## src/sv/tre_pkg.sv

```systemverilog
// ----------------------------------------------------------------------------
// TCP RTT estimator package
// Shared constants, register indexes and controller/datapath link types.
// ----------------------------------------------------------------------------
package tre_pkg;

	localparam int HISTORY_DEPTH_DEF = 16;
	localparam int CFG_IDX_W         = 1;

	localparam logic [31:0] RTT_LIMIT = 32'd10000000;
	localparam logic [31:0] PER_MILLE = 32'd1000;
	localparam logic [9:0]  WEIGHT_RESET = 10'd875;

	localparam logic [CFG_IDX_W-1:0] REG_SMOOTHING_WEIGHT   = 1'd0;
	localparam logic [CFG_IDX_W-1:0] REG_SRTT_RESTART_VALUE = 1'd1;

	typedef enum logic [1:0] {
		DIV_AVG  = 2'd0,
		DIV_VAR  = 2'd1,
		DIV_EWMA = 2'd2
	} tre_div_sel_t;

	typedef struct packed {
		logic         load_item;
		logic         write_sample;
		logic         sum_add;
		logic         sq_mul;
		logic         sq_acc;
		logic         idx_inc;
		logic         div_start;
		tre_div_sel_t div_sel;
		logic         cap_avg;
		logic         cap_var;
		logic         mul1;
		logic         mul2;
		logic         finish;
		logic         load_out;
	} tre_cmd_t;

	typedef struct packed {
		logic need_sample;
		logic idx_last;
		logic div_done;
		logic srtt_restart;
	} tre_status_t;

endpackage

```

## src/sv/tre_item_if.sv

```systemverilog
// ----------------------------------------------------------------------------
// Item channel
// Carries one record or echo item from source to sink.
// ----------------------------------------------------------------------------
interface tre_item_if;
	logic        valid;
	logic        ready;
	logic        operation;
	logic [31:0] sent_tsval;
	logic [31:0] echo_tsecr;
	logic [31:0] now_us;
	logic        option_present;

	modport source (output valid, operation, sent_tsval, echo_tsecr, now_us, option_present,
		input ready);
	modport sink (input valid, operation, sent_tsval, echo_tsecr, now_us, option_present,
		output ready);
endinterface

```

## src/sv/tre_result_if.sv

```systemverilog
// ----------------------------------------------------------------------------
// Result channel
// Carries one result beat with the RTT statistics.
// ----------------------------------------------------------------------------
interface tre_result_if;
	logic        valid;
	logic        ready;
	logic [31:0] rtt_us;
	logic        sample_accepted;
	logic        timestamps_on;
	logic [31:0] smoothed_rtt;
	logic [23:0] lowest_rtt;
	logic [23:0] highest_rtt;
	logic [31:0] rtt_variance;
	logic [31:0] sample_total;

	modport source (output valid, rtt_us, sample_accepted, timestamps_on, smoothed_rtt,
		lowest_rtt, highest_rtt, rtt_variance, sample_total, input ready);
	modport sink (input valid, rtt_us, sample_accepted, timestamps_on, smoothed_rtt,
		lowest_rtt, highest_rtt, rtt_variance, sample_total, output ready);
endinterface

```

## src/sv/tre_cfg_if.sv

```systemverilog
// ----------------------------------------------------------------------------
// Configuration write channel
// Register index and write data with a valid/ready handshake.
// ----------------------------------------------------------------------------
interface tre_cfg_if;
	logic                          valid;
	logic                          ready;
	logic [tre_pkg::CFG_IDX_W-1:0] index;
	logic [31:0]                   data;

	modport source (output valid, index, data, input ready);
	modport sink (input valid, index, data, output ready);
endinterface

```

## src/sv/tre_ram.sv

```systemverilog
// ----------------------------------------------------------------------------
// Generic RAM
// One write port, one read port with registered read data.
// ----------------------------------------------------------------------------
module tre_ram #(
	parameter int WIDTH = 24,
	parameter int DEPTH = 16,
	localparam int AW = (DEPTH > 1) ? $clog2(DEPTH) : 1
) (
	input  logic             clk,
	input  logic             we,
	input  logic [AW-1:0]    waddr,
	input  logic [WIDTH-1:0] wdata,
	input  logic [AW-1:0]    raddr,
	output logic [WIDTH-1:0] rdata_q
);
	logic [WIDTH-1:0] mem_q [DEPTH];

	always_ff @(posedge clk) begin
		if (we) begin
			mem_q[waddr] <= wdata;
		end
		rdata_q <= mem_q[raddr];
	end
endmodule

```

## src/sv/tre_div.sv

```systemverilog
// ----------------------------------------------------------------------------
// Restoring divider
// 32-bit unsigned quotient, one quotient bit per cycle.
// ----------------------------------------------------------------------------
module tre_div (
	input  logic        clk,
	input  logic        arst_n,
	input  logic        start,
	input  logic [31:0] dividend,
	input  logic [31:0] divisor,
	output logic        done_q,
	output logic [31:0] quo_q
);
	logic [31:0] rem_q;
	logic [31:0] dsr_q;
	logic [5:0]  cnt_q;
	logic        busy_q;
	logic [32:0] trial;

	assign trial = {rem_q, quo_q[31]} - {1'b0, dsr_q};

	always_ff @(posedge clk or negedge arst_n) begin
		if (!arst_n) begin
			busy_q <= 1'b0;
			done_q <= 1'b0;
			cnt_q  <= '0;
		end else begin
			done_q <= 1'b0;
			if (start) begin
				busy_q <= 1'b1;
				cnt_q  <= 6'd32;
			end else if (busy_q) begin
				cnt_q <= cnt_q - 6'd1;
				if (cnt_q == 6'd1) begin
					busy_q <= 1'b0;
					done_q <= 1'b1;
				end
			end
		end
	end

	always_ff @(posedge clk) begin
		if (start) begin
			rem_q <= '0;
			quo_q <= dividend;
			dsr_q <= divisor;
		end else if (busy_q) begin
			if (!trial[32]) begin
				rem_q <= trial[31:0];
				quo_q <= {quo_q[30:0], 1'b1};
			end else begin
				rem_q <= {rem_q[30:0], quo_q[31]};
				quo_q <= {quo_q[30:0], 1'b0};
			end
		end
	end
endmodule

```

## src/sv/tre_ctrl.sv

```systemverilog
// ----------------------------------------------------------------------------
// RTT estimator controller
// Sequences the history walks, the divisions and the result hand-off.
// ----------------------------------------------------------------------------
module tre_ctrl (
	input  logic                 clk,
	input  logic                 arst_n,
	input  logic                 item_valid,
	output logic                 item_ready,
	output logic                 result_valid,
	input  logic                 result_ready,
	input  tre_pkg::tre_status_t status,
	output tre_pkg::tre_cmd_t    cmd
);
	import tre_pkg::*;

	typedef enum logic [17:0] {
		S_IDLE     = 18'h00001,
		S_CHECK    = 18'h00002,
		S_WRITE    = 18'h00004,
		S_SUM_RD   = 18'h00008,
		S_SUM_ADD  = 18'h00010,
		S_AVG_GO   = 18'h00020,
		S_AVG_WAIT = 18'h00040,
		S_SQ_RD    = 18'h00080,
		S_SQ_MUL   = 18'h00100,
		S_SQ_ACC   = 18'h00200,
		S_VAR_GO   = 18'h00400,
		S_VAR_WAIT = 18'h00800,
		S_EW_MUL1  = 18'h01000,
		S_EW_MUL2  = 18'h02000,
		S_EW_GO    = 18'h04000,
		S_EW_WAIT  = 18'h08000,
		S_FINISH   = 18'h10000,
		S_OUT      = 18'h20000
	} tre_state_t;

	tre_state_t state_q, state_d;
	logic       out_valid_q;

	assign item_ready   = (state_q == S_IDLE);
	assign result_valid = out_valid_q;

	always_comb begin
		state_d = state_q;
		cmd     = '0;
		unique case (state_q)
			S_IDLE: begin
				if (item_valid) begin
					cmd.load_item = 1'b1;
					state_d       = S_CHECK;
				end
			end
			S_CHECK:   state_d = status.need_sample ? S_WRITE : S_OUT;
			S_WRITE: begin
				cmd.write_sample = 1'b1;
				state_d          = S_SUM_RD;
			end
			S_SUM_RD:  state_d = S_SUM_ADD;
			S_SUM_ADD: begin
				cmd.sum_add = 1'b1;
				cmd.idx_inc = 1'b1;
				state_d     = status.idx_last ? S_AVG_GO : S_SUM_RD;
			end
			S_AVG_GO: begin
				cmd.div_start = 1'b1;
				cmd.div_sel   = DIV_AVG;
				state_d       = S_AVG_WAIT;
			end
			S_AVG_WAIT: begin
				if (status.div_done) begin
					cmd.cap_avg = 1'b1;
					state_d     = S_SQ_RD;
				end
			end
			S_SQ_RD:   state_d = S_SQ_MUL;
			S_SQ_MUL: begin
				cmd.sq_mul = 1'b1;
				state_d    = S_SQ_ACC;
			end
			S_SQ_ACC: begin
				cmd.sq_acc  = 1'b1;
				cmd.idx_inc = 1'b1;
				state_d     = status.idx_last ? S_VAR_GO : S_SQ_RD;
			end
			S_VAR_GO: begin
				cmd.div_start = 1'b1;
				cmd.div_sel   = DIV_VAR;
				state_d       = S_VAR_WAIT;
			end
			S_VAR_WAIT: begin
				if (status.div_done) begin
					cmd.cap_var = 1'b1;
					state_d     = status.srtt_restart ? S_FINISH : S_EW_MUL1;
				end
			end
			S_EW_MUL1: begin
				cmd.mul1 = 1'b1;
				state_d  = S_EW_MUL2;
			end
			S_EW_MUL2: begin
				cmd.mul2 = 1'b1;
				state_d  = S_EW_GO;
			end
			S_EW_GO: begin
				cmd.div_start = 1'b1;
				cmd.div_sel   = DIV_EWMA;
				state_d       = S_EW_WAIT;
			end
			S_EW_WAIT: begin
				if (status.div_done) begin
					state_d = S_FINISH;
				end
			end
			S_FINISH: begin
				cmd.finish = 1'b1;
				state_d    = S_OUT;
			end
			S_OUT: begin
				if (!out_valid_q || result_ready) begin
					cmd.load_out = 1'b1;
					state_d      = S_IDLE;
				end
			end
			default:   state_d = S_IDLE;
		endcase
	end

	always_ff @(posedge clk or negedge arst_n) begin
		if (!arst_n) begin
			state_q     <= S_IDLE;
			out_valid_q <= 1'b0;
		end else begin
			state_q <= state_d;
			if (cmd.load_out) begin
				out_valid_q <= 1'b1;
			end else if (result_ready) begin
				out_valid_q <= 1'b0;
			end
		end
	end
endmodule

```

## src/sv/tre_dp.sv

```systemverilog
// ----------------------------------------------------------------------------
// RTT estimator datapath
// Flow state, sample history, statistics arithmetic and the result register.
// ----------------------------------------------------------------------------
module tre_dp #(
	parameter int HISTORY_DEPTH = tre_pkg::HISTORY_DEPTH_DEF
) (
	input  logic                          clk,
	input  logic                          arst_n,
	input  tre_pkg::tre_cmd_t             cmd,
	output tre_pkg::tre_status_t          status,
	input  logic                          operation,
	input  logic [31:0]                   sent_tsval,
	input  logic [31:0]                   echo_tsecr,
	input  logic [31:0]                   now_us,
	input  logic                          option_present,
	input  logic                          cfg_we,
	input  logic [tre_pkg::CFG_IDX_W-1:0] cfg_index,
	input  logic [31:0]                   cfg_data,
	output logic [31:0]                   rtt_us,
	output logic                          sample_accepted,
	output logic                          timestamps_on,
	output logic [31:0]                   smoothed_rtt,
	output logic [23:0]                   lowest_rtt,
	output logic [23:0]                   highest_rtt,
	output logic [31:0]                   rtt_variance,
	output logic [31:0]                   sample_total
);
	import tre_pkg::*;

	localparam int AW = (HISTORY_DEPTH > 1) ? $clog2(HISTORY_DEPTH) : 1;
	localparam int FW = $clog2(HISTORY_DEPTH + 1);
	localparam logic [AW-1:0] LAST_POS = AW'(HISTORY_DEPTH - 1);
	localparam logic [FW-1:0] FULL     = FW'(HISTORY_DEPTH);

	logic [9:0]  weight_q;
	logic [31:0] restart_q;
	logic [31:0] tsval_q, send_time_q;
	logic        ts_flag_q;
	logic [31:0] rtt_q;
	logic        smp_ok_q;
	logic [AW-1:0] pos_q, idx_q;
	logic [FW-1:0] fill_q;
	logic [23:0] min_q, max_q;
	logic [31:0] var_q, srtt_q, count_q;
	logic [31:0] sum_q, avg_q, sq_q, var_acc_q, p1_q, p2_q;

	logic [31:0] rtt_calc;
	logic        rtt_ok;
	logic [23:0] rdata;
	logic [31:0] dev;
	logic [31:0] sq_full, p1_full, p2_full;
	logic [31:0] div_dividend, div_divisor, quo;
	logic        div_done;
	logic [FW:0] idx_next;

	// Candidate RTT: exact TSval match uses the stored send time, otherwise TSecr is a time.
	always_comb begin
		rtt_calc = '0;
		if (echo_tsecr != '0 && tsval_q != '0) begin
			if (echo_tsecr == tsval_q) begin
				rtt_calc = now_us - send_time_q;
			end else if (echo_tsecr < now_us && (now_us - echo_tsecr) < RTT_LIMIT) begin
				rtt_calc = now_us - echo_tsecr;
			end
		end
	end
	assign rtt_ok = operation && option_present && rtt_calc != '0 && rtt_calc < RTT_LIMIT;

	assign dev     = {8'd0, rdata} - avg_q;
	assign sq_full = dev * dev;
	assign p1_full = srtt_q * {22'd0, weight_q};
	assign p2_full = rtt_q * (PER_MILLE - {22'd0, weight_q});

	always_comb begin
		unique case (cmd.div_sel)
			DIV_AVG: begin
				div_dividend = sum_q;
				div_divisor  = 32'(fill_q);
			end
			DIV_VAR: begin
				div_dividend = var_acc_q;
				div_divisor  = 32'(fill_q);
			end
			DIV_EWMA: begin
				div_dividend = p1_q + p2_q;
				div_divisor  = PER_MILLE;
			end
			default: begin
				div_dividend = '0;
				div_divisor  = 32'd1;
			end
		endcase
	end

	assign idx_next = (FW + 1)'(idx_q) + (FW + 1)'(1);

	assign status.need_sample  = smp_ok_q;
	assign status.idx_last     = (idx_next == {1'b0, fill_q});
	assign status.div_done     = div_done;
	assign status.srtt_restart = (srtt_q == '0) || (srtt_q == restart_q);

	tre_ram #(
		.WIDTH(24),
		.DEPTH(HISTORY_DEPTH)
	) u_ring (
		.clk    (clk),
		.we     (cmd.write_sample),
		.waddr  (pos_q),
		.wdata  (rtt_q[23:0]),
		.raddr  (idx_q),
		.rdata_q(rdata)
	);

	tre_div u_div (
		.clk     (clk),
		.arst_n  (arst_n),
		.start   (cmd.div_start),
		.dividend(div_dividend),
		.divisor (div_divisor),
		.done_q  (div_done),
		.quo_q   (quo)
	);

	always_ff @(posedge clk or negedge arst_n) begin
		if (!arst_n) begin
			weight_q    <= WEIGHT_RESET;
			restart_q   <= '0;
			tsval_q     <= '0;
			send_time_q <= '0;
			ts_flag_q   <= 1'b0;
			smp_ok_q    <= 1'b0;
			pos_q       <= '0;
			fill_q      <= '0;
			idx_q       <= '0;
			min_q       <= '0;
			max_q       <= '0;
			var_q       <= '0;
			srtt_q      <= '0;
			count_q     <= '0;
		end else begin
			if (cfg_we) begin
				unique case (cfg_index)
					REG_SMOOTHING_WEIGHT:   weight_q  <= cfg_data[9:0];
					REG_SRTT_RESTART_VALUE: restart_q <= cfg_data;
					default: ;
				endcase
			end
			if (cmd.load_item) begin
				smp_ok_q <= rtt_ok;
				if (!operation) begin
					tsval_q     <= sent_tsval;
					send_time_q <= now_us;
				end else begin
					ts_flag_q <= option_present;
				end
			end
			if (cmd.write_sample) begin
				pos_q <= (pos_q == LAST_POS) ? '0 : pos_q + AW'(1);
				if (fill_q < FULL) begin
					fill_q <= fill_q + FW'(1);
				end
				if (rtt_q[23:0] < min_q || min_q == '0) begin
					min_q <= rtt_q[23:0];
				end
				if (rtt_q[23:0] > max_q) begin
					max_q <= rtt_q[23:0];
				end
				idx_q <= '0;
			end else if (cmd.cap_avg) begin
				idx_q <= '0;
			end else if (cmd.idx_inc) begin
				idx_q <= idx_q + AW'(1);
			end
			if (cmd.cap_var) begin
				var_q <= quo;
			end
			if (cmd.finish) begin
				srtt_q  <= status.srtt_restart ? rtt_q : quo;
				count_q <= count_q + 32'd1;
			end
		end
	end

	always_ff @(posedge clk) begin
		if (cmd.load_item) begin
			rtt_q <= (operation && option_present) ? rtt_calc : '0;
		end
		if (cmd.write_sample) begin
			sum_q <= '0;
		end else if (cmd.sum_add) begin
			sum_q <= sum_q + {8'd0, rdata};
		end
		if (cmd.cap_avg) begin
			avg_q     <= quo;
			var_acc_q <= '0;
		end else if (cmd.sq_acc) begin
			var_acc_q <= var_acc_q + sq_q;
		end
		if (cmd.sq_mul) begin
			sq_q <= sq_full[31:0];
		end
		if (cmd.mul1) begin
			p1_q <= p1_full[31:0];
		end
		if (cmd.mul2) begin
			p2_q <= p2_full[31:0];
		end
		if (cmd.load_out) begin
			rtt_us          <= rtt_q;
			sample_accepted <= smp_ok_q;
			timestamps_on   <= ts_flag_q;
			smoothed_rtt    <= srtt_q;
			lowest_rtt      <= min_q;
			highest_rtt     <= max_q;
			rtt_variance    <= var_q;
			sample_total    <= count_q;
		end
	end
endmodule

```

## src/sv/tcp_rtt_estimator_unit.sv

```systemverilog
// ----------------------------------------------------------------------------
// TCP RTT estimator
// Per-flow timestamp RTT estimator with history variance and smoothed RTT.
// ----------------------------------------------------------------------------
// One item is taken at a time and gives one result beat. A record item, an
// echo without a timestamp option or an echo whose RTT is rejected goes
// straight to the result. An accepted sample is written into the history,
// which is then walked twice through the single read port of its RAM (a read
// and an add per entry for the sum; a read, a multiply and an accumulate per
// entry for the squared deviations), and one shared divider forms the mean,
// the variance and, unless the smoothed RTT restarts from the sample, the
// smoothed RTT in turn. A result that has not been taken holds the next result
// back, but not the next item.
module tcp_rtt_estimator_unit #(
	parameter int HISTORY_DEPTH = tre_pkg::HISTORY_DEPTH_DEF
) (
	input logic clk,
	input logic arst_n,
	tre_item_if.sink     item,
	tre_result_if.source result,
	tre_cfg_if.sink      cfg
);
	import tre_pkg::*;

	tre_cmd_t    cmd;
	tre_status_t status;

	assign cfg.ready = 1'b1;

	tre_ctrl u_ctrl (
		.clk         (clk),
		.arst_n      (arst_n),
		.item_valid  (item.valid),
		.item_ready  (item.ready),
		.result_valid(result.valid),
		.result_ready(result.ready),
		.status      (status),
		.cmd         (cmd)
	);

	tre_dp #(
		.HISTORY_DEPTH(HISTORY_DEPTH)
	) u_dp (
		.clk            (clk),
		.arst_n         (arst_n),
		.cmd            (cmd),
		.status         (status),
		.operation      (item.operation),
		.sent_tsval     (item.sent_tsval),
		.echo_tsecr     (item.echo_tsecr),
		.now_us         (item.now_us),
		.option_present (item.option_present),
		.cfg_we         (cfg.valid),
		.cfg_index      (cfg.index),
		.cfg_data       (cfg.data),
		.rtt_us         (result.rtt_us),
		.sample_accepted(result.sample_accepted),
		.timestamps_on  (result.timestamps_on),
		.smoothed_rtt   (result.smoothed_rtt),
		.lowest_rtt     (result.lowest_rtt),
		.highest_rtt    (result.highest_rtt),
		.rtt_variance   (result.rtt_variance),
		.sample_total   (result.sample_total)
	);

	// The minimum never exceeds the maximum of the accepted samples.
	a_min_le_max: assert property (@(posedge clk) disable iff (!arst_n)
		result.valid |-> (result.lowest_rtt <= result.highest_rtt))
		else $error("lowest RTT above highest RTT");

	// An applied sample is always within the accepted range.
	a_sample_range: assert property (@(posedge clk) disable iff (!arst_n)
		(result.valid && result.sample_accepted) |->
		(result.rtt_us != '0 && result.rtt_us < RTT_LIMIT))
		else $error("applied sample out of range");

	// Items are taken one at a time.
	a_one_at_a_time: assert property (@(posedge clk) disable iff (!arst_n)
		(item.valid && item.ready) |=> !item.ready)
		else $error("item taken while another is in work");
endmodule

```

## src/flat_wrapper.sv

```systemverilog
// flat-port wrapper written by rule: the top's interface ports become plain ports
module tcp_rtt_estimator_unit_flat import tre_pkg::*;
#(
	parameter int HISTORY_DEPTH = tre_pkg::HISTORY_DEPTH_DEF
)
  (clk, arst_n, item_valid, item_operation, item_sent_tsval, item_echo_tsecr, item_now_us, item_option_present, item_ready, result_valid, result_rtt_us, result_sample_accepted, result_timestamps_on, result_smoothed_rtt, result_lowest_rtt, result_highest_rtt, result_rtt_variance, result_sample_total, result_ready, cfg_valid, cfg_index, cfg_data, cfg_ready);
  tre_item_if item_i ();
  tre_result_if result_i ();
  tre_cfg_if cfg_i ();
  input logic clk;
  input logic arst_n;
  input wire logic [$bits(item_i.valid)-1:0] item_valid;
  input wire logic [$bits(item_i.operation)-1:0] item_operation;
  input wire logic [$bits(item_i.sent_tsval)-1:0] item_sent_tsval;
  input wire logic [$bits(item_i.echo_tsecr)-1:0] item_echo_tsecr;
  input wire logic [$bits(item_i.now_us)-1:0] item_now_us;
  input wire logic [$bits(item_i.option_present)-1:0] item_option_present;
  output wire logic [$bits(item_i.ready)-1:0] item_ready;
  output wire logic [$bits(result_i.valid)-1:0] result_valid;
  output wire logic [$bits(result_i.rtt_us)-1:0] result_rtt_us;
  output wire logic [$bits(result_i.sample_accepted)-1:0] result_sample_accepted;
  output wire logic [$bits(result_i.timestamps_on)-1:0] result_timestamps_on;
  output wire logic [$bits(result_i.smoothed_rtt)-1:0] result_smoothed_rtt;
  output wire logic [$bits(result_i.lowest_rtt)-1:0] result_lowest_rtt;
  output wire logic [$bits(result_i.highest_rtt)-1:0] result_highest_rtt;
  output wire logic [$bits(result_i.rtt_variance)-1:0] result_rtt_variance;
  output wire logic [$bits(result_i.sample_total)-1:0] result_sample_total;
  input wire logic [$bits(result_i.ready)-1:0] result_ready;
  input wire logic [$bits(cfg_i.valid)-1:0] cfg_valid;
  input wire logic [$bits(cfg_i.index)-1:0] cfg_index;
  input wire logic [$bits(cfg_i.data)-1:0] cfg_data;
  output wire logic [$bits(cfg_i.ready)-1:0] cfg_ready;
  assign item_i.valid = item_valid;
  assign item_i.operation = item_operation;
  assign item_i.sent_tsval = item_sent_tsval;
  assign item_i.echo_tsecr = item_echo_tsecr;
  assign item_i.now_us = item_now_us;
  assign item_i.option_present = item_option_present;
  assign item_ready = item_i.ready;
  assign result_valid = result_i.valid;
  assign result_rtt_us = result_i.rtt_us;
  assign result_sample_accepted = result_i.sample_accepted;
  assign result_timestamps_on = result_i.timestamps_on;
  assign result_smoothed_rtt = result_i.smoothed_rtt;
  assign result_lowest_rtt = result_i.lowest_rtt;
  assign result_highest_rtt = result_i.highest_rtt;
  assign result_rtt_variance = result_i.rtt_variance;
  assign result_sample_total = result_i.sample_total;
  assign result_i.ready = result_ready;
  assign cfg_i.valid = cfg_valid;
  assign cfg_i.index = cfg_index;
  assign cfg_i.data = cfg_data;
  assign cfg_ready = cfg_i.ready;
  tcp_rtt_estimator_unit #(.HISTORY_DEPTH(HISTORY_DEPTH)) u_core (.clk(clk), .arst_n(arst_n), .item(item_i), .result(result_i), .cfg(cfg_i));
endmodule
```

## config.mk

```make
export PLATFORM = sky130hd
export DESIGN_NAME = tcp_rtt_estimator_unit_flat
export DESIGN_NICKNAME = d
export VERILOG_FILES = /design/src/sv/tre_pkg.sv /design/src/sv/tre_item_if.sv /design/src/sv/tre_result_if.sv /design/src/sv/tre_cfg_if.sv /design/src/sv/tre_ram.sv /design/src/sv/tre_div.sv /design/src/sv/tre_ctrl.sv /design/src/sv/tre_dp.sv /design/src/sv/tcp_rtt_estimator_unit.sv /design/src/flat_wrapper.sv
export SDC_FILE = /design/constraint.sdc
export NUM_CORES = 2
export LEC_CHECK = 0
export BUFFER_PORTS_ARGS = -buffer_cell sky130_fd_sc_hd__buf_2
export CAP_MARGIN = 5
export CORE_MARGIN = 1
export CORE_UTILIZATION = 60
export DETAILED_ROUTE_END_ITERATION = 8
export PLACE_DENSITY = 0.89
export REMOVE_ABC_BUFFERS = 1
export SYNTH_ARGS = -nofsm -noshare
export SYNTH_HDL_FRONTEND = slang
export SYNTH_SLANG_ARGS = --single-unit
```

## constraint.sdc

```tcl
create_clock -name clk -period 29.7 [get_ports clk]
set_input_delay 0 -clock clk [delete_from_list [all_inputs] [get_ports clk]]
set_output_delay 0 -clock clk [all_outputs]
set_load 0.005 [all_outputs]
```

# Word level (Yosys, flattened, before mapping)
# Memory sizes are Yosys's and may differ from the RTL's. A register that Yosys moved wholly into a read port is not among the register bits.
# Index checks and enable logic that the tools add are counted.
[totals]
ff_bits = 790
mem_bits_rw = 384
inputBits = 136
elab_cells = 173
memories = 1
[memory_table]
columns = ["memory", "words", "width", "read_ports", "rd_clocked_by_memory_dff", "write_ports", "line_no", "text"]
rows = [
  ["u_core.u_dp.u_ring.mem_q", 16, 24, 1, 1, 1, "tre_ram.sv:17", "logic [WIDTH-1:0] mem_q [DEPTH];"],
]
[classes]
addsub = 14
multipliers = 3
magnitude_cmp = 6
n_eq_ne = 30
mux = 52
n_bitwise = 2
n_reduce_logical = 28
[ops]
columns = ["cell", "n"]
rows = [
  ["$pmux 18 s18", 1],
  ["$mux 32", 7],
  ["$mux 18", 6],
  ["$pmux 32 s3", 1],
  ["$reduce_bool 32->1", 3],
  ["$add 32x32->32", 2],
  ["$eq 32x32->1", 2],
  ["$lt 32x24->1 const B", 2],
  ["$sub 32x32->32", 2],
  ["$sub 33x32->33", 1],
  ["$add 32x1->32 const B", 1],
  ["$add 32x24->32", 1],
  ["$logic_not 32->1", 1],
  ["$lt 32x32->1", 1],
  ["$mul 32x10->32", 1],
  ["$mul 32x11->32", 1],
  ["$mul 32x32->32", 1],
  ["$sub 24x32->32", 1],
  ["$mux 1", 26],
  ["$gt 24x24->1", 1],
  ["$logic_not 24->1", 1],
  ["$lt 24x24->1", 1],
  ["$pmux 10 s2", 1],
  ["$eq 18x1->1 const B", 1],
  ["other kinds (44)", 69],
]

# Longest topological paths before layout
[logic_depth]
ltp_word = 9
depth_mapped = 41
ltp_nobuf = 40

# By module
# A second synthesis with hierarchy kept.
[unflattened]
cells_unflattened = 7862
hier_area_um2 = 87303.7
[by_module_without_submodules]
columns = ["mod", "instances", "cells_per_inst", "area_each_um2", "seq_area_each_um2"]
rows = [
  ["tre_dp", 1, 6551, 65223.8, 18011.0],
  ["tre_ram", 1, 636, 14930.6, 12011.5],
  ["tre_div", 1, 564, 6004.5, 2762.6],
  ["tre_ctrl", 1, 109, 1133.6, 476.7],
  ["tcp_rtt_estimator_unit", 1, 2, 11.3, 0.0],
]

# Least setup slack after synthesis
# No wires, ideal clock.
[synth_path]
path_kind = "register to register"
startpoint = "register u_core.u_ctrl.state_q[2]"
endpoint = "register u_core.u_dp.highest_rtt[0] (enable)"
arrival_time_ps = 9411
slack_ps = 19552
path_stages_with_launch = 8
cell_sequence = "dfrtp_1 > clkbuf_1 > nor4_1 > nand3_1 > or3_1 > inv_1 > nand4_1 > nor2b_1"
[synth_lines]
columns = ["item", "line_no", "text"]
rows = [
  ["start: declaration", "tre_ctrl.sv:38", "tre_state_t state_q, state_d;"],
  ["start signal: assignment", "tre_ctrl.sv:134", "state_q <= state_d;"],
  ["end signal: assignment", "tre_dp.sv:215", "highest_rtt <= max_q;"],
  ["end: declaration", "tre_dp.sv:25", "output logic [23:0] highest_rtt,"],
]

# Final worst setup path
[layout_path]
startpoint = "register u_core.u_dp.avg_q[1]"
endpoint = "register u_core.u_dp.sq_q[29] (data pin)"
[layout_via]
elab_chain_cells = 2
[layout_rtl]
columns = ["item", "line_no", "text"]
rows = [
  ["start: declaration", "tre_dp.sv:46", "logic [31:0] sum_q, avg_q, sq_q, var_acc_q, p1_q, p2_q;"],
  ["start signal: assignment", "tre_dp.sv:195", "avg_q <= quo;"],
  ["$sub 24x32->32", "tre_dp.sv:70", "assign dev = {8'd0, rdata} - avg_q;"],
  ["$mul 32x32->32", "tre_dp.sv:71", "assign sq_full = dev * dev;"],
  ["net u_core.u_dp.sq_full[29]", "tre_dp.sv:52", "logic [31:0] sq_full, p1_full, p2_full;"],
  ["end signal: assignment", "tre_dp.sv:201", "sq_q <= sq_full[31:0];"],
  ["end: declaration", "tre_dp.sv:46", ""],
]
# The timed path passes the listed nets, and every way through them passes these cells.
# A chain may end at the register's enable or synchronous reset.

==> flow_summary.yaml <==
synth:
  synth_seq_area_share_pct: 38.9
  syn_avg_cell_area_sq_um: 11.2
  synth.top_cells.by_area: "sky130_fd_sc_hd__edfxtp_1 27%, sky130_fd_sc_hd__fa_1 19%, sky130_fd_sc_hd__dfrtp_1 8.5%"
  synth_ff_type: "sky130_fd_sc_hd__edfxtp_1"
  synth_async_sr_flop_share_pct: 25.0
  syn-cell-area_sq_um: 83500
  synthDominantCellAreaShare_pct: 27.3
  yosys.cell_types.count: 101
  yosysMostFrequentCell: "sky130_fd_sc_hd__inv_1"
  postSynthCellCount: 7455
  synth-edff-count: 758
  yosys.area.top_type: "sky130_fd_sc_hd__edfxtp_1"
  ys_warn_count: 0
  most_common_library_cells_after_synthesis: "1038 x sky130_fd_sc_hd__inv_1, 793 x sky130_fd_sc_hd__fa_1, 758 x sky130_fd_sc_hd__edfxtp_1"
  synth-seq-cells: 1170
power:
  power.switching_fraction_pct: 41.0
  power_per_cell_area_nw_per_um2: 85.8
  p_comb_share_pct: 53.6
  p_seq_share_pct: 27.2
  power_frac_clock_pct: 19.2
  worst_ir_drop_vdd_uv: 349
  power.net_switching_uw: 3270
  cell_leakage_power_uw: 0.0394
  intPower_uw: 4710
global_route:
  grt-ovfl-total: 0
  number_of_antenna_violations_at_the_first_check_in_global_routing: 27
  grt_pass1_wl_um: 397000
  global_route.usage.total_pct: 37.6
  grt_max_degree: 95
  grt_pass1_vias: 66841
sta:
  setup-tns-final_ps: 0
  grt_setup_unrepaired: "no"
  layout_min_cycle_time_ps: 10810
  worst_pin_slew_ps: 1430
  timing.fmax_mhz: 92.5
  timing.clock.skew_ps: 62.3
  setup_viol: 0
  drv_slew: 0
  max-slew-margin-rel_pct: 4.74
  period_share_pct: 36.4
  hold_viol: 0
place:
  place.gp.congestion: 0.959
  post-dp-hpwl_um: 170000
  port-buffer-count: 315
  postPlaceCellArea_sq_um: 87300
route:
  drt_pre_antenna_iters: 9
  drc_errors: 131
  wire_per_inst_um: 26.6
  postRouteWirelength_um: 261000
  drt_iter0_markers: 8461
  avgViaCountPerCell: 6.48
  dr_total_vias: 63549
  route.antenna.remaining_nets: 0
worst_setup_path:
  cpPeakStageDelay_ps: 560
  critical_path_arrival_ps: 11360
  timing.setup.critical_path_class: "reg2reg"
  worstPathMaxFanout: 14
  critPathRequiredTime_ps: 30250
  type_of_element_launching_the_critical_path: "flip-flop"
  slowest_stage: "sky130_fd_sc_hd__xor2_1"
  setup.worst_path.end_class: "flip-flop"
run:
  max_cap_violations: 0
clocking:
  cts.path.max_buffers: 3
  cts_num_sinks: 1170
  cts-root-buf: "sky130_fd_sc_hd__clkbuf_16"
  numCtsBuffers: 111
  clkLatencyLatePin_ps: 810
  cts_tree: "built"
  path_clk_slew_ps: 80
  htreeDepth: 3
floorplan:
  io_pins: 317
  dieHeight_um: 375
  floorplan.die.width_um: 375
  num_rows: 136
  core-area_sq_um: 138000
  fp.dieArea_sq_um: 141000
  initial_core_util_pct: 60.6
layout:
  post-route-cell-area_sq_um: 93000
  post_route_cells_drive_above_1_share_pct: 11.7
  nets: 9306
  area_growth_syn_to_layout_pct: 11.4
  num-fill-cells: 8917
hold_path:
  hold_crit_class: "in2reg"
status:
  violations: "DRC"
  result_of_the_run: "finished with violations"
cells in the final DEF, fill, tap and decap left out, types with 131 or more instances in the layout:
cell type and count:
sky130_fd_sc_hd__inv_1 1037, sky130_fd_sc_hd__fa_1 793, sky130_fd_sc_hd__edfxtp_1 758, sky130_fd_sc_hd__nand2_1 743, sky130_fd_sc_hd__ha_1 486, sky130_fd_sc_hd__nor2_1 448, sky130_fd_sc_hd__buf_2 314, sky130_fd_sc_hd__xnor2_1 294
sky130_fd_sc_hd__dfrtp_1 280, sky130_fd_sc_hd__a21oi_1 245, sky130_fd_sc_hd__and2_1 241, sky130_fd_sc_hd__o21ai_0 225, sky130_fd_sc_hd__dlygate4sd3_1 183, sky130_fd_sc_hd__xor2_1 138, sky130_fd_sc_hd__mux2_2 131
critical path, delay by kind of cell, from the launching register on:
kind / cells / cell delay [ps]
DFF: 1 / 370
buffers and inverters: 8 / 1050
xor gates and xnor gates: 2 / 660
adders and majority gates: 10 / 4470
and+or+nand+nor: 7 / 1380
AOI/OAI and AO/OA: 11 / 2640
layer usage:
layer | vias to the layer above | part of all wire (%) | track usage, %
li1 | 25839 | - | -
met1 | 30854 | 32 | 42.5
met2 | 5137 | 46 | 59.3
met3 | 1692 | 13 | 12.6
met4 | 27 | 9.4 | 28.2
met5 | - | 0.14 | 0.995
final timing paths:
kind	startpoint	endpoint	slack, ps	cells past startpoint
worst min register to register	u_core.u_dp.var_q[21]$_DFFE_PN0P_	u_core.u_dp.rtt_variance[21]$_DFFE_PP_	440	0
worst max-delay path	u_core.u_dp.avg_q[1]$_DFFE_PP_	u_core.u_dp.sq_q[29]$_DFFE_PP_	18890	38
worst min-delay path	item_now_us[12]	u_core.u_dp.send_time_q[12]$_DFFE_PN0P_	10	4
worst max register to register	u_core.u_dp.avg_q[1]$_DFFE_PP_	u_core.u_dp.sq_q[29]$_DFFE_PP_	18890	38
max in group asynchronous	arst_n	u_core.u_dp.idx_q[0]$_DFFE_PN0P_	27070	5
min in group asynchronous	arst_n	u_core.u_dp.srtt_q[26]$_DFFE_PN0P_	410	3
repair_timing:
item / 4_1_cts / 5_1_grt
setup buffers: 0 / 0
hold endpoints to repair: 270 / 0
hold buffers: 184 / 0
gates resized for setup: 0 / 0
power groups by stage:
| stage | Combinational [uW] | Clock (uW) | Sequential [uW] |
|---|---|---|---|
| floorplan | 3000 | 0 | 2190 |
| global placement | 3840 | 0 | 2180 |
| CTS | 4130 | 1510 | 2160 |
| finish | 4280 | 1530 | 2170 |
| detailed placement | 4020 | 0 | 2190 |
| global route | 4660 | 1580 | 2170 |
through the flow:
stage	std cells	worst slack, ps	power, uW	utilization, %	hold slack [ps]
2_1_floorplan	7183	19610	5200	-	-296
3_3_place_gp	9387	19350	6020	63.3	165
3_5_place_dp	9387	19130	6200	63.3	178
4_1_cts	9783	19010	7800	67.4	8.13
5_1_grt	9789	18450	8410	67.4	17.6
6_report	9803	18890	7980	67.5	9.64
cell type report:
class / count / area, sq um / area share [%]
Clock buffer: 160 / 3150 / 3.39
Sequential cell: 1170 / 32500 / 34.9
Clock inverter: 52 / 663 / 0.713
Timing Repair Buffer: 595 / 4180 / 4.49
Multi-Input combinational cell: 4970 / 46300 / 49.8
Inverter: 1043 / 3920 / 4.21
Tap cell: 1794 / 2240 / 2.41
Antenna cell: 19 / 47.5 / 0.0511
cell families (layout without fill, tap and decap cells):
| family | after synthesis | in the layout | share of synthesized area [%] |
|---|---|---|---|
| buf+inv | 1315 | 1850 | 5.93 |
| fa+ha+maj | 1279 | 1279 | 26.3 |
| xor+xnor | 439 | 439 | 4.60 |
| flops | 1170 | 1170 | 38.9 |
| other cells | 1 | 20 | 0.00449 |
| mux | 297 | 297 | 5.55 |
| simple gates | 2006 | 2006 | 11.3 |
| compound gates | 948 | 948 | 7.37 |
registers in the layout (all words and copies together), names as in the netlist, 31 cells and up:
name / cells
u_core.u_dp.avg_q: 31
u_core.u_dp.count_q: 32
u_core.u_dp.p1_q: 32
u_core.u_dp.p2_q: 32
u_core.u_dp.restart_q: 32
u_core.u_dp.rtt_q: 32
u_core.u_dp.rtt_us: 32
u_core.u_dp.rtt_variance: 32
u_core.u_dp.sample_total: 32
u_core.u_dp.send_time_q: 32
u_core.u_dp.smoothed_rtt: 32
u_core.u_dp.sq_q: 31
u_core.u_dp.srtt_q: 32
u_core.u_dp.sum_q: 32
u_core.u_dp.tsval_q: 32
u_core.u_dp.u_div.quo_q: 32
u_core.u_dp.u_div.rem_q: 32
u_core.u_dp.u_ring.mem_q: 384
u_core.u_dp.var_acc_q: 32
u_core.u_dp.var_q: 32
Power figures use the tool's default switching activity.
